<file path="src/assert_macros.svh">
// assertion helpers for the rtl files, included by dpfr_datapath
`ifndef ASSERT_MACROS_SVH
`define ASSERT_MACROS_SVH

// property checked on every rising edge, off while reset is asserted
`define ASSERT_CLK(label, prop, msg) \
    label: assert property (@(posedge clk) disable iff (!rst_n) prop) else $error(msg);

// property checked on every rising edge, also during reset
`define ASSERT_ALWAYS(label, prop, msg) \
    label: assert property (@(posedge clk) prop) else $error(msg);

`endif

</file>
<file path="src/dpfr_pkg.sv">
// ----------------------------------------------------------------------------
// dpfr_pkg
// Shared constants and controller/datapath link types for the frame replacer.
// ----------------------------------------------------------------------------
`default_nettype none

package dpfr_pkg;

    localparam int MAX_FRAMES = 16;
    localparam int FRAME_W    = 4;
    localparam int JOB_W      = 3;
    localparam int PAGE_W     = 4;
    localparam int OWNER_W    = JOB_W + PAGE_W;
    localparam int AGE_W      = 8;
    localparam int COUNT_W    = 32;
    localparam int FCOUNT_W   = 5;
    localparam int CFG_DATA_W = 5;

    localparam logic [AGE_W-1:0]    AGE_MSB   = 8'h80;
    localparam logic [COUNT_W-1:0]  SAT_COUNT = 32'hFFFF_FFFF;
    localparam logic [FCOUNT_W-1:0] FRAMES_MAX_CODE = 5'd16;

    // register indexes of the configuration port
    localparam logic REG_POLICY = 1'b0;
    localparam logic REG_FRAMES = 1'b1;

    // policy codes
    localparam logic POLICY_FIFO = 1'b0;
    localparam logic POLICY_LRU  = 1'b1;

    // command codes
    localparam logic CMD_ACCESS = 1'b0;
    localparam logic CMD_CLEAR  = 1'b1;

    // controller to datapath
    typedef struct packed {
        logic start;
        logic scan;
        logic commit;
    } dp_cmd_t;

    // datapath to controller
    typedef struct packed {
        logic scan_last;
        logic out_free;
    } dp_status_t;

endpackage

`default_nettype wire

</file>
<file path="src/dpfr_ctrl.sv">
// ----------------------------------------------------------------------------
// dpfr_ctrl
// Sequencer: accept a transaction, walk the frame table for an access, commit the result.
// ----------------------------------------------------------------------------
`default_nettype none

module dpfr_ctrl (
    input  wire logic                clk,
    input  wire logic                rst_n,
    input  wire logic                in_valid,
    input  wire logic                command,
    output logic                     in_ready,
    output dpfr_pkg::dp_cmd_t        cmd,
    input  wire dpfr_pkg::dp_status_t status
);

    typedef enum logic [1:0] {
        ST_IDLE,
        ST_SCAN,
        ST_COMMIT
    } state_t;

    state_t state_reg;
    state_t state_next;

    // next state and command decode
    always_comb
    begin
        state_next = state_reg;
        in_ready   = 1'b0;
        cmd        = '0;
        unique case (state_reg)
            ST_IDLE:
            begin
                in_ready = 1'b1;
                if (in_valid)
                begin
                    cmd.start = 1'b1;
                    if (command == dpfr_pkg::CMD_CLEAR)
                        state_next = ST_COMMIT;
                    else
                        state_next = ST_SCAN;
                end
            end
            ST_SCAN:
            begin
                cmd.scan = 1'b1;
                if (status.scan_last)
                    state_next = ST_COMMIT;
            end
            ST_COMMIT:
            begin
                if (status.out_free)
                begin
                    cmd.commit = 1'b1;
                    state_next = ST_IDLE;
                end
            end
            default: state_next = ST_IDLE;
        endcase
    end

    // state register
    always_ff @(posedge clk or negedge rst_n)
    begin
        if (!rst_n)
            state_reg <= ST_IDLE;
        else
            state_reg <= state_next;
    end

endmodule

`default_nettype wire

</file>
<file path="src/dpfr_datapath.sv">
// ----------------------------------------------------------------------------
// dpfr_datapath
// Frame table, ages, load-order list, counters, frame walk and result register.
// ----------------------------------------------------------------------------
`default_nettype none
`include "assert_macros.svh"

module dpfr_datapath (
    input  wire logic                          clk,
    input  wire logic                          rst_n,
    input  wire dpfr_pkg::dp_cmd_t             cmd,
    output dpfr_pkg::dp_status_t               status,
    input  wire logic                          cfg_we,
    input  wire logic                          cfg_index,
    input  wire logic [dpfr_pkg::CFG_DATA_W-1:0] cfg_data,
    input  wire logic                          command,
    input  wire logic [dpfr_pkg::JOB_W-1:0]    job_id,
    input  wire logic [dpfr_pkg::PAGE_W-1:0]   page_number,
    output logic                               out_valid,
    input  wire logic                          out_ready,
    output logic                               hit,
    output logic [dpfr_pkg::FRAME_W-1:0]       frame,
    output logic                               evicted,
    output logic [dpfr_pkg::JOB_W-1:0]         evicted_job,
    output logic [dpfr_pkg::PAGE_W-1:0]        evicted_page,
    output logic [dpfr_pkg::COUNT_W-1:0]       hit_total,
    output logic [dpfr_pkg::COUNT_W-1:0]       fault_total
);

    localparam int NF = dpfr_pkg::MAX_FRAMES;
    localparam int FW = dpfr_pkg::FRAME_W;
    localparam int AW = dpfr_pkg::AGE_W;
    localparam int OW = dpfr_pkg::OWNER_W;
    localparam int CW = dpfr_pkg::COUNT_W;
    localparam int NW = dpfr_pkg::FCOUNT_W;

    // configuration
    logic          policy_reg;
    logic [NW-1:0] frames_reg;
    logic [NW-1:0] limit;

    // frame table
    logic [NF-1:0] busy_reg;
    logic [OW-1:0] owner_reg [NF];
    logic [AW-1:0] age_reg   [NF];
    logic [FW-1:0] order_reg [NF];
    logic [FW-1:0] head_reg;
    logic [NW-1:0] count_reg;
    logic [CW-1:0] hits_reg;
    logic [CW-1:0] faults_reg;

    // current transaction and walk results
    logic          clr_reg;
    logic [OW-1:0] key_reg;
    logic [FW-1:0] idx_reg;
    logic          hit_f_reg;
    logic [FW-1:0] hit_frame_reg;
    logic          free_f_reg;
    logic [FW-1:0] free_frame_reg;
    logic [AW:0]   best_age_reg;
    logic [FW-1:0] best_frame_reg;

    // result register
    logic          out_valid_reg;
    logic          hit_out_reg;
    logic [FW-1:0] frame_out_reg;
    logic          ev_out_reg;
    logic [OW-1:0] ev_owner_reg;
    logic [CW-1:0] hit_tot_reg;
    logic [CW-1:0] fault_tot_reg;

    // commit decisions
    logic          in_lim;
    logic [FW-1:0] sel_frame;
    logic          sel_busy;
    logic [FW-1:0] popped;
    logic [FW-1:0] head_next;
    logic [NW-1:0] count_next;
    logic [NW-1:0] count_pop;
    logic          push_en;
    logic [FW-1:0] push_slot;
    logic [CW-1:0] hits_next;
    logic [CW-1:0] faults_next;
    logic          do_access;

    // usable frame count, clamped to 1..MAX_FRAMES
    always_comb
    begin
        if (frames_reg == '0)
            limit = NW'(1);
        else if (frames_reg > dpfr_pkg::FRAMES_MAX_CODE)
            limit = dpfr_pkg::FRAMES_MAX_CODE;
        else
            limit = frames_reg;
    end

    assign in_lim = ({1'b0, idx_reg} < limit);
    assign status.scan_last = (idx_reg == FW'(NF - 1));
    assign status.out_free  = !out_valid_reg || out_ready;
    assign do_access = cmd.commit && !clr_reg;

    // victim selection and load-order list update
    always_comb
    begin
        popped    = (count_reg == '0) ? '0 : order_reg[head_reg];
        count_pop = (count_reg == '0) ? '0 : count_reg - NW'(1);
        head_next = head_reg;
        count_next = count_reg;
        push_en   = 1'b0;
        push_slot = head_reg + count_reg[FW-1:0];
        sel_frame = free_frame_reg;
        if (free_f_reg)
        begin
            if (count_reg < dpfr_pkg::FRAMES_MAX_CODE)
            begin
                push_en    = 1'b1;
                count_next = count_reg + NW'(1);
            end
        end
        else if (policy_reg == dpfr_pkg::POLICY_FIFO)
        begin
            sel_frame  = popped;
            head_next  = (count_reg == '0) ? head_reg : head_reg + FW'(1);
            push_en    = 1'b1;
            push_slot  = head_next + count_pop[FW-1:0];
            count_next = count_pop + NW'(1);
        end
        else
        begin
            sel_frame = best_frame_reg;
        end
        sel_busy = busy_reg[sel_frame];
        hits_next   = (hits_reg == dpfr_pkg::SAT_COUNT) ? hits_reg : hits_reg + CW'(1);
        faults_next = (faults_reg == dpfr_pkg::SAT_COUNT) ? faults_reg : faults_reg + CW'(1);
    end

    // configuration registers
    always_ff @(posedge clk or negedge rst_n)
    begin
        if (!rst_n)
        begin
            policy_reg <= dpfr_pkg::POLICY_FIFO;
            frames_reg <= dpfr_pkg::FRAMES_MAX_CODE;
        end
        else if (cfg_we)
        begin
            unique case (cfg_index)
                dpfr_pkg::REG_POLICY: policy_reg <= cfg_data[0];
                dpfr_pkg::REG_FRAMES: frames_reg <= cfg_data;
                default: ;
            endcase
        end
    end

    // control state of the tables, counters and result valid
    always_ff @(posedge clk or negedge rst_n)
    begin
        if (!rst_n)
        begin
            busy_reg      <= '0;
            head_reg      <= '0;
            count_reg     <= '0;
            hits_reg      <= '0;
            faults_reg    <= '0;
            out_valid_reg <= 1'b0;
        end
        else
        begin
            if (out_ready)
                out_valid_reg <= 1'b0;
            if (cmd.commit)
            begin
                out_valid_reg <= 1'b1;
                if (clr_reg)
                begin
                    busy_reg   <= '0;
                    head_reg   <= '0;
                    count_reg  <= '0;
                    hits_reg   <= '0;
                    faults_reg <= '0;
                end
                else if (hit_f_reg)
                    hits_reg <= hits_next;
                else
                begin
                    faults_reg          <= faults_next;
                    busy_reg[sel_frame] <= 1'b1;
                    head_reg            <= head_next;
                    count_reg           <= count_next;
                end
            end
        end
    end

    // frame payload, ages and load-order list
    always_ff @(posedge clk)
    begin
        if (cmd.start && command != dpfr_pkg::CMD_CLEAR)
        begin
            for (int f = 0; f < NF; f++)
                if (busy_reg[f])
                    age_reg[f] <= age_reg[f] >> 1;
        end
        if (do_access)
        begin
            if (hit_f_reg)
                age_reg[hit_frame_reg] <= age_reg[hit_frame_reg] | dpfr_pkg::AGE_MSB;
            else
            begin
                age_reg[sel_frame]   <= dpfr_pkg::AGE_MSB;
                owner_reg[sel_frame] <= key_reg;
                if (push_en)
                    order_reg[push_slot] <= sel_frame;
            end
        end
    end

    // transaction latch and frame walk
    always_ff @(posedge clk)
    begin
        if (cmd.start)
        begin
            clr_reg        <= command;
            key_reg        <= {job_id, page_number};
            idx_reg        <= '0;
            hit_f_reg      <= 1'b0;
            hit_frame_reg  <= '0;
            free_f_reg     <= 1'b0;
            free_frame_reg <= '0;
            best_age_reg   <= {1'b1, {AW{1'b0}}};
            best_frame_reg <= '0;
        end
        else if (cmd.scan)
        begin
            idx_reg <= idx_reg + FW'(1);
            if (busy_reg[idx_reg] && owner_reg[idx_reg] == key_reg)
            begin
                hit_f_reg     <= 1'b1;
                hit_frame_reg <= idx_reg;
            end
            if (!busy_reg[idx_reg] && in_lim && !free_f_reg)
            begin
                free_f_reg     <= 1'b1;
                free_frame_reg <= idx_reg;
            end
            if (busy_reg[idx_reg] && in_lim && {1'b0, age_reg[idx_reg]} < best_age_reg)
            begin
                best_age_reg   <= {1'b0, age_reg[idx_reg]};
                best_frame_reg <= idx_reg;
            end
        end
    end

    // result register
    always_ff @(posedge clk)
    begin
        if (cmd.commit)
        begin
            if (clr_reg)
            begin
                hit_out_reg   <= 1'b0;
                frame_out_reg <= '0;
                ev_out_reg    <= 1'b0;
                ev_owner_reg  <= '0;
                hit_tot_reg   <= '0;
                fault_tot_reg <= '0;
            end
            else if (hit_f_reg)
            begin
                hit_out_reg   <= 1'b1;
                frame_out_reg <= hit_frame_reg;
                ev_out_reg    <= 1'b0;
                ev_owner_reg  <= '0;
                hit_tot_reg   <= hits_next;
                fault_tot_reg <= faults_reg;
            end
            else
            begin
                hit_out_reg   <= 1'b0;
                frame_out_reg <= sel_frame;
                ev_out_reg    <= sel_busy;
                ev_owner_reg  <= sel_busy ? owner_reg[sel_frame] : '0;
                hit_tot_reg   <= hits_reg;
                fault_tot_reg <= faults_next;
            end
        end
    end

    assign out_valid    = out_valid_reg;
    assign hit          = hit_out_reg;
    assign frame        = frame_out_reg;
    assign evicted      = ev_out_reg;
    assign evicted_job  = ev_owner_reg[OW-1:dpfr_pkg::PAGE_W];
    assign evicted_page = ev_owner_reg[dpfr_pkg::PAGE_W-1:0];
    assign hit_total    = hit_tot_reg;
    assign fault_total  = fault_tot_reg;

    // a result is never committed over one still waiting
    `ASSERT_CLK(a_commit_free, cmd.commit |-> (!out_valid_reg || out_ready), "commit over full result")
    // the load-order list never holds more than MAX_FRAMES entries
    `ASSERT_CLK(a_count_max, count_reg <= dpfr_pkg::FRAMES_MAX_CODE, "load-order list overflow")
    // a commit always presents a result on the next cycle
    `ASSERT_CLK(a_commit_out, cmd.commit |=> out_valid_reg, "commit lost its result")
    // start and commit never coincide
    `ASSERT_ALWAYS(a_cmd_excl, !(cmd.start && cmd.commit), "start and commit together")

endmodule

`default_nettype wire

</file>
<file path="src/demand_paging_frame_replacer.sv">
// ----------------------------------------------------------------------------
// demand_paging_frame_replacer
// Page access resolver with FIFO or aging-LRU frame replacement.
//
//   channel  signals                                  direction
//   in       in_valid/in_ready, command, job_id,      in
//            page_number
//   out      out_valid/out_ready, hit, frame,         out
//            evicted, evicted_job, evicted_page,
//            hit_total, fault_total
//   cfg      cfg_we, cfg_index, cfg_data               in (write only)
//
// An access runs accept, a walk of the frame table
// (hit match, lowest free frame and smallest age, one frame per cycle),
// then commit. A clear transaction goes from accept straight to commit.
// Commit waits while the previous result is still unaccepted. Reset is
// asynchronous and needs no clearing pass.
// ----------------------------------------------------------------------------
`default_nettype none

module demand_paging_frame_replacer (
    input  wire logic                            clk,
    input  wire logic                            rst_n,
    input  wire logic                            cfg_we,
    input  wire logic                            cfg_index,
    input  wire logic [dpfr_pkg::CFG_DATA_W-1:0] cfg_data,
    input  wire logic                            in_valid,
    output logic                                 in_ready,
    input  wire logic                            command,
    input  wire logic [dpfr_pkg::JOB_W-1:0]      job_id,
    input  wire logic [dpfr_pkg::PAGE_W-1:0]     page_number,
    output logic                                 out_valid,
    input  wire logic                            out_ready,
    output logic                                 hit,
    output logic [dpfr_pkg::FRAME_W-1:0]         frame,
    output logic                                 evicted,
    output logic [dpfr_pkg::JOB_W-1:0]           evicted_job,
    output logic [dpfr_pkg::PAGE_W-1:0]          evicted_page,
    output logic [dpfr_pkg::COUNT_W-1:0]         hit_total,
    output logic [dpfr_pkg::COUNT_W-1:0]         fault_total
);

    dpfr_pkg::dp_cmd_t    cmd;
    dpfr_pkg::dp_status_t status;

    // sequencer
    dpfr_ctrl u_ctrl (
        .clk      (clk),
        .rst_n    (rst_n),
        .in_valid (in_valid),
        .command  (command),
        .in_ready (in_ready),
        .cmd      (cmd),
        .status   (status)
    );

    // tables and result
    dpfr_datapath u_datapath (
        .clk          (clk),
        .rst_n        (rst_n),
        .cmd          (cmd),
        .status       (status),
        .cfg_we       (cfg_we),
        .cfg_index    (cfg_index),
        .cfg_data     (cfg_data),
        .command      (command),
        .job_id       (job_id),
        .page_number  (page_number),
        .out_valid    (out_valid),
        .out_ready    (out_ready),
        .hit          (hit),
        .frame        (frame),
        .evicted      (evicted),
        .evicted_job  (evicted_job),
        .evicted_page (evicted_page),
        .hit_total    (hit_total),
        .fault_total  (fault_total)
    );

endmodule

`default_nettype wire
</file>
<file path="config.mk">
export PLATFORM = sky130hd
export DESIGN_NAME = demand_paging_frame_replacer
export DESIGN_NICKNAME = d
export VERILOG_FILES = /design/src/dpfr_pkg.sv /design/src/dpfr_ctrl.sv /design/src/dpfr_datapath.sv /design/src/demand_paging_frame_replacer.sv
export VERILOG_INCLUDE_DIRS = /design/src /design/src/src
export SDC_FILE = /design/constraint.sdc
export NUM_CORES = 1
export LEC_CHECK = 0
export BUFFER_PORTS_ARGS = -buffer_cell sky130_fd_sc_hd__buf_2
export CELL_PAD_IN_SITES_DETAIL_PLACEMENT = 1
export CELL_PAD_IN_SITES_GLOBAL_PLACEMENT = 1
export CORE_ASPECT_RATIO = 0.5
export CORE_UTILIZATION = 51
export CTS_CLUSTER_DIAMETER = 50
export DETAILED_ROUTE_END_ITERATION = 10
export GPL_TIMING_DRIVEN = 0
export PLACE_DENSITY = 0.85
export SLEW_MARGIN = 20
export SYNTH_ARGS = -nofsm -noshare
export SYNTH_HDL_FRONTEND = slang
export SYNTH_HIERARCHICAL = 1
export SYNTH_SLANG_ARGS = --single-unit
</file>
<file path="constraint.sdc">
create_clock -name clk -period 6.7 [get_ports clk]
set_input_delay 1.34 -clock clk [delete_from_list [all_inputs] [get_ports clk]]
set_output_delay 1.34 -clock clk [all_outputs]
set_load 0.02 [all_outputs]
</file>
==> impl_metrics.json <==
{
  "outcome": "finished, violations left",
  "violations": "DRC",
  "hold_viol": 0,
  "slew_headroom": 0.230,
  "cts_tree": "built",
  "hp-class": "reg2reg",
  "ys_seq_area_frac": 0.555,
  "grt_pass1_wl_um": 111000,
  "report.final.slew_viol_count": 0,
  "start_util": 0.517,
  "ys.flop_type": "edfxtp_1",
  "crit_arrival_ns": 5.96,
  "final_antenna_net_count": 0,
  "synth_commonest_cells": "edfxtp_1 (261), nor2_1 (261), mux2i_1 (197)",
  "postSynthCellCount": 1966,
  "postSynthAreaPerCell_um2": 12.4,
  "p_per_area_nw_per_um2": 388,
  "crit_buf_inv": 4,
  "vias_per_cell": 6.33,
  "cts_made_buffers": 46,
  "finClkSkew_ns": 0.0297,
  "rsz0062_at_grt": "false",
  "met1Wirelength_um": 30000,
  "worst_path_max_delay_cell": "buf_1",
  "portBuffers": 97,
  "finalPower_mw": 10.6,
  "cp-start-kind": "flip-flop",
  "ys_ff_latch": 518,
  "finalNonFillerCells": 2790,
  "cap_violations": 0,
  "post_drt_wl_per_cell_um": 26.2,
  "fin_crit_sh": 0.818,
  "top_layer": "met4",
  "worst_path_largest_cell_delay_ns": 0.84,
  "fill_cells": 4781,
  "grt_overflow": 0,
  "worst_ep_required_time_ns": 7.18,
  "ir_drop_mv": 0.282,
  "first_global_vias": 18300,
  "worst_slew_pin_slew_ns": 1.15,
  "insertedDiodeCount": 0,
  "route.met2.wl_um": 35700,
  "die_y_um": 156,
  "dr_wl_met3_um": 5310,
  "postSynth.asyncResetShare": 0.189,
  "track_usage": 0.298,
  "cts.clk_slew.worst_paths_ns": 0.07,
  "p_leak_nw": 10.1,
  "wirelength_um": 73200,
  "io_pins": 98,
  "dp_slack_ns": 0.945,
  "synth_warnings": 6,
  "yosys-top-cells-area": "edfxtp_1 (32%), dfxtp_1 (13%), dfrtp_1 (10%)",
  "setup_ws_ns": 1.22,
  "post_cts_resized": 0,
  "path_cells": "buf_2 > buf_1 > buf_1 > mux4_2 > mux4_2 > ha_1 > a21oi_1 > nor2_1 > nor2_1 > o21ai_0 > o311ai_2 > buf_6 > mux2i_1",
  "synth_top_area_cell": "edfxtp_1",
  "dp_hpwl_um": 49900,
  "synth_edf_count": 261,
  "period_minus_slack_ns": 5.48,
  "drive_above_1_share": 0.171,
  "synth_top_area_frac": 0.323,
  "drc": 1,
  "critPathKind": "reg2reg",
  "cp_max_fo": 10,
  "root_buffer": "clkbuf_16",
  "htree_levels": 2,
  "critical_path.top_delay_family": "buffers and inverters",
  "antenna_found_initial": 0,
  "clock_sinks": 518,
  "ys_types": 81,
  "final-setup-viol-count": 0,
  "hold_buffers": 0,
  "dp_cells": 2707,
  "firstDrtPassIters": 11,
  "nets": 2161,
  "syn_nets": 2010,
  "vias": 17700,
  "largest_register_ffs": 128,
  "synthesis.area_um2": 24300,
  "core.rowCount": 56,
  "die_width_um": 311,
  "cts.path.max_buffers": 3,
  "die_area_um2": 48600,
  "grt_max_degree": 53,
  "gp_congestion": 0.880,
  "critPathCaptureType": "flip-flop",
  "cts_post_setup_buffers_inserted": 0,
  "clock_latency_ns": 0.58,
  "area_growth_pct": 11.9,
  "drt_iter0_drc": 1747,
  "coreArea_um2": 46900,
  "fmax_ghz": 0.182
}
[layer usage]
metal / GRT usage / up-vias
met5: 0 / -
met4: 0.101 / 0
met3: 0.0466 / 171
met2: 0.505 / 801
met1: 0.394 / 9147
li1: - / 7543
[worst paths after layout]
check | start | to | slack [ns] | cells past startpoint
max | flip-flop | u_datapath/best_age_reg[6] | 1.22 | 13
min | u_datapath/age_reg[0][7] | u_datapath/age_reg[0][7] | 0.48 | 2
max reg2reg | flip-flop | u_datapath/best_age_reg[6] | 1.22 | 13
min reg2reg | u_datapath/age_reg[0][7] | u_datapath/age_reg[0][7] | 0.48 | 2
max in group asynchronous | rst_n | u_datapath/frames_reg[4] | 5.23 | 2
min in group asynchronous | rst_n | u_datapath/faults_reg[30] | 0.73 | 1
[cell usage in the layout, fill, tap and decap left out, types with 6 or more instances in the layout]
| cell | synthesis | routed |
|---|---|---|
| o211a_1 | 9 | 9 |
| nor4_1 | 14 | 14 |
| clkbuf_8 | 0 | 8 |
| buf_4 | 7 | 7 |
| o311a_1 | 7 | 7 |
| and3_1 | 19 | 19 |
| mux4_2 | 96 | 96 |
| a21oi_1 | 33 | 33 |
| buf_6 | 4 | 6 |
| clkbuf_16 | 0 | 47 |
| nand3_1 | 72 | 72 |
| clkinv_1 | 1 | 6 |
| dfrtp_1 | 97 | 97 |
| o2bb2ai_1 | 8 | 8 |
| inv_1 | 68 | 68 |
| mux2_2 | 34 | 34 |
| nor2_4 | 4 | 7 |
| o22ai_1 | 40 | 40 |
| dfxtp_1 | 159 | 159 |
| clkbuf_1 | 51 | 66 |
| mux2i_1 | 197 | 197 |
| nor2_1 | 261 | 258 |
| xor2_1 | 16 | 16 |
| ha_1 | 23 | 23 |
| a21o_1 | 23 | 23 |
| nor3_1 | 23 | 23 |
| nor2_2 | 13 | 13 |
| or3_1 | 6 | 6 |
| o21ai_0 | 21 | 21 |
| nand2_1 | 128 | 128 |
| buf_1 | 27 | 27 |
| edfxtp_1 | 261 | 261 |
| a32oi_1 | 15 | 15 |
| xnor2_1 | 66 | 66 |
| nand4_1 | 12 | 12 |
| nand2b_1 | 37 | 37 |
| buf_2 | 13 | 109 |
[final cells by class]
cell class | instances | area, um2 | share of cell area
clock inverters | 12 | 111 | 0.00410
repair buffers | 103 | 621 | 0.0228
plain buffers | 102 | 457 | 0.0168
multi-input cells | 1275 | 10100 | 0.372
clock buffers | 71 | 1350 | 0.0495
well taps | 638 | 798 | 0.0294
inverters | 71 | 267 | 0.00980
flip-flops and latches | 518 | 13500 | 0.496
[report_power, final]
group / total, mW / internal (mW) / switching [mW] / leakage [nW]
registers: 4.10 / 3.78 / 0.321 / 4.96
clock network: 2.65 / 1.46 / 1.19 / 0.712
logic: 3.80 / 1.36 / 2.44 / 4.47
total: 10.6 / 6.61 / 3.95 / 10.1
[cell families after synthesis]
kind of cell,after synthesis,synth area share
compound gates,206,0.0627
xor+xnor,82,0.0296
fa+ha+maj,25,0.0135
buf+inv,173,0.0297
flops,518,0.555
mux,327,0.186
simple gates,635,0.124
[per-stage QoR]
stage / hold WS [ns] / utilization / cell area (um2) / TNS, ns
CTS: 0.482 / 0.579 / 27200 / 0
floorplan: 0.438 / - / 24300 / 0
global placement: 0.450 / 0.545 / 25600 / -265.79
global route: 0.504 / 0.579 / 27200 / 0
detailed placement: 0.462 / 0.548 / 25700 / 0
finish: 0.478 / 0.579 / 27200 / 0
[worst register-to-register path, delay by kind of cell, from the launching register on]
| family | cells | cell delay (ns) |
|---|---|---|
| flip-flops | 1 | 0.38 |
| AO/OA/AOI/OAI | 3 | 0.79 |
| AND/OR/NAND/NOR | 2 | 0.25 |
| multiplexers | 3 | 1.41 |
| buffers and inverters | 4 | 2.23 |
| adder cells (fa/ha/maj) | 1 | 0.33 |
Power figures use the tool's default switching activity.
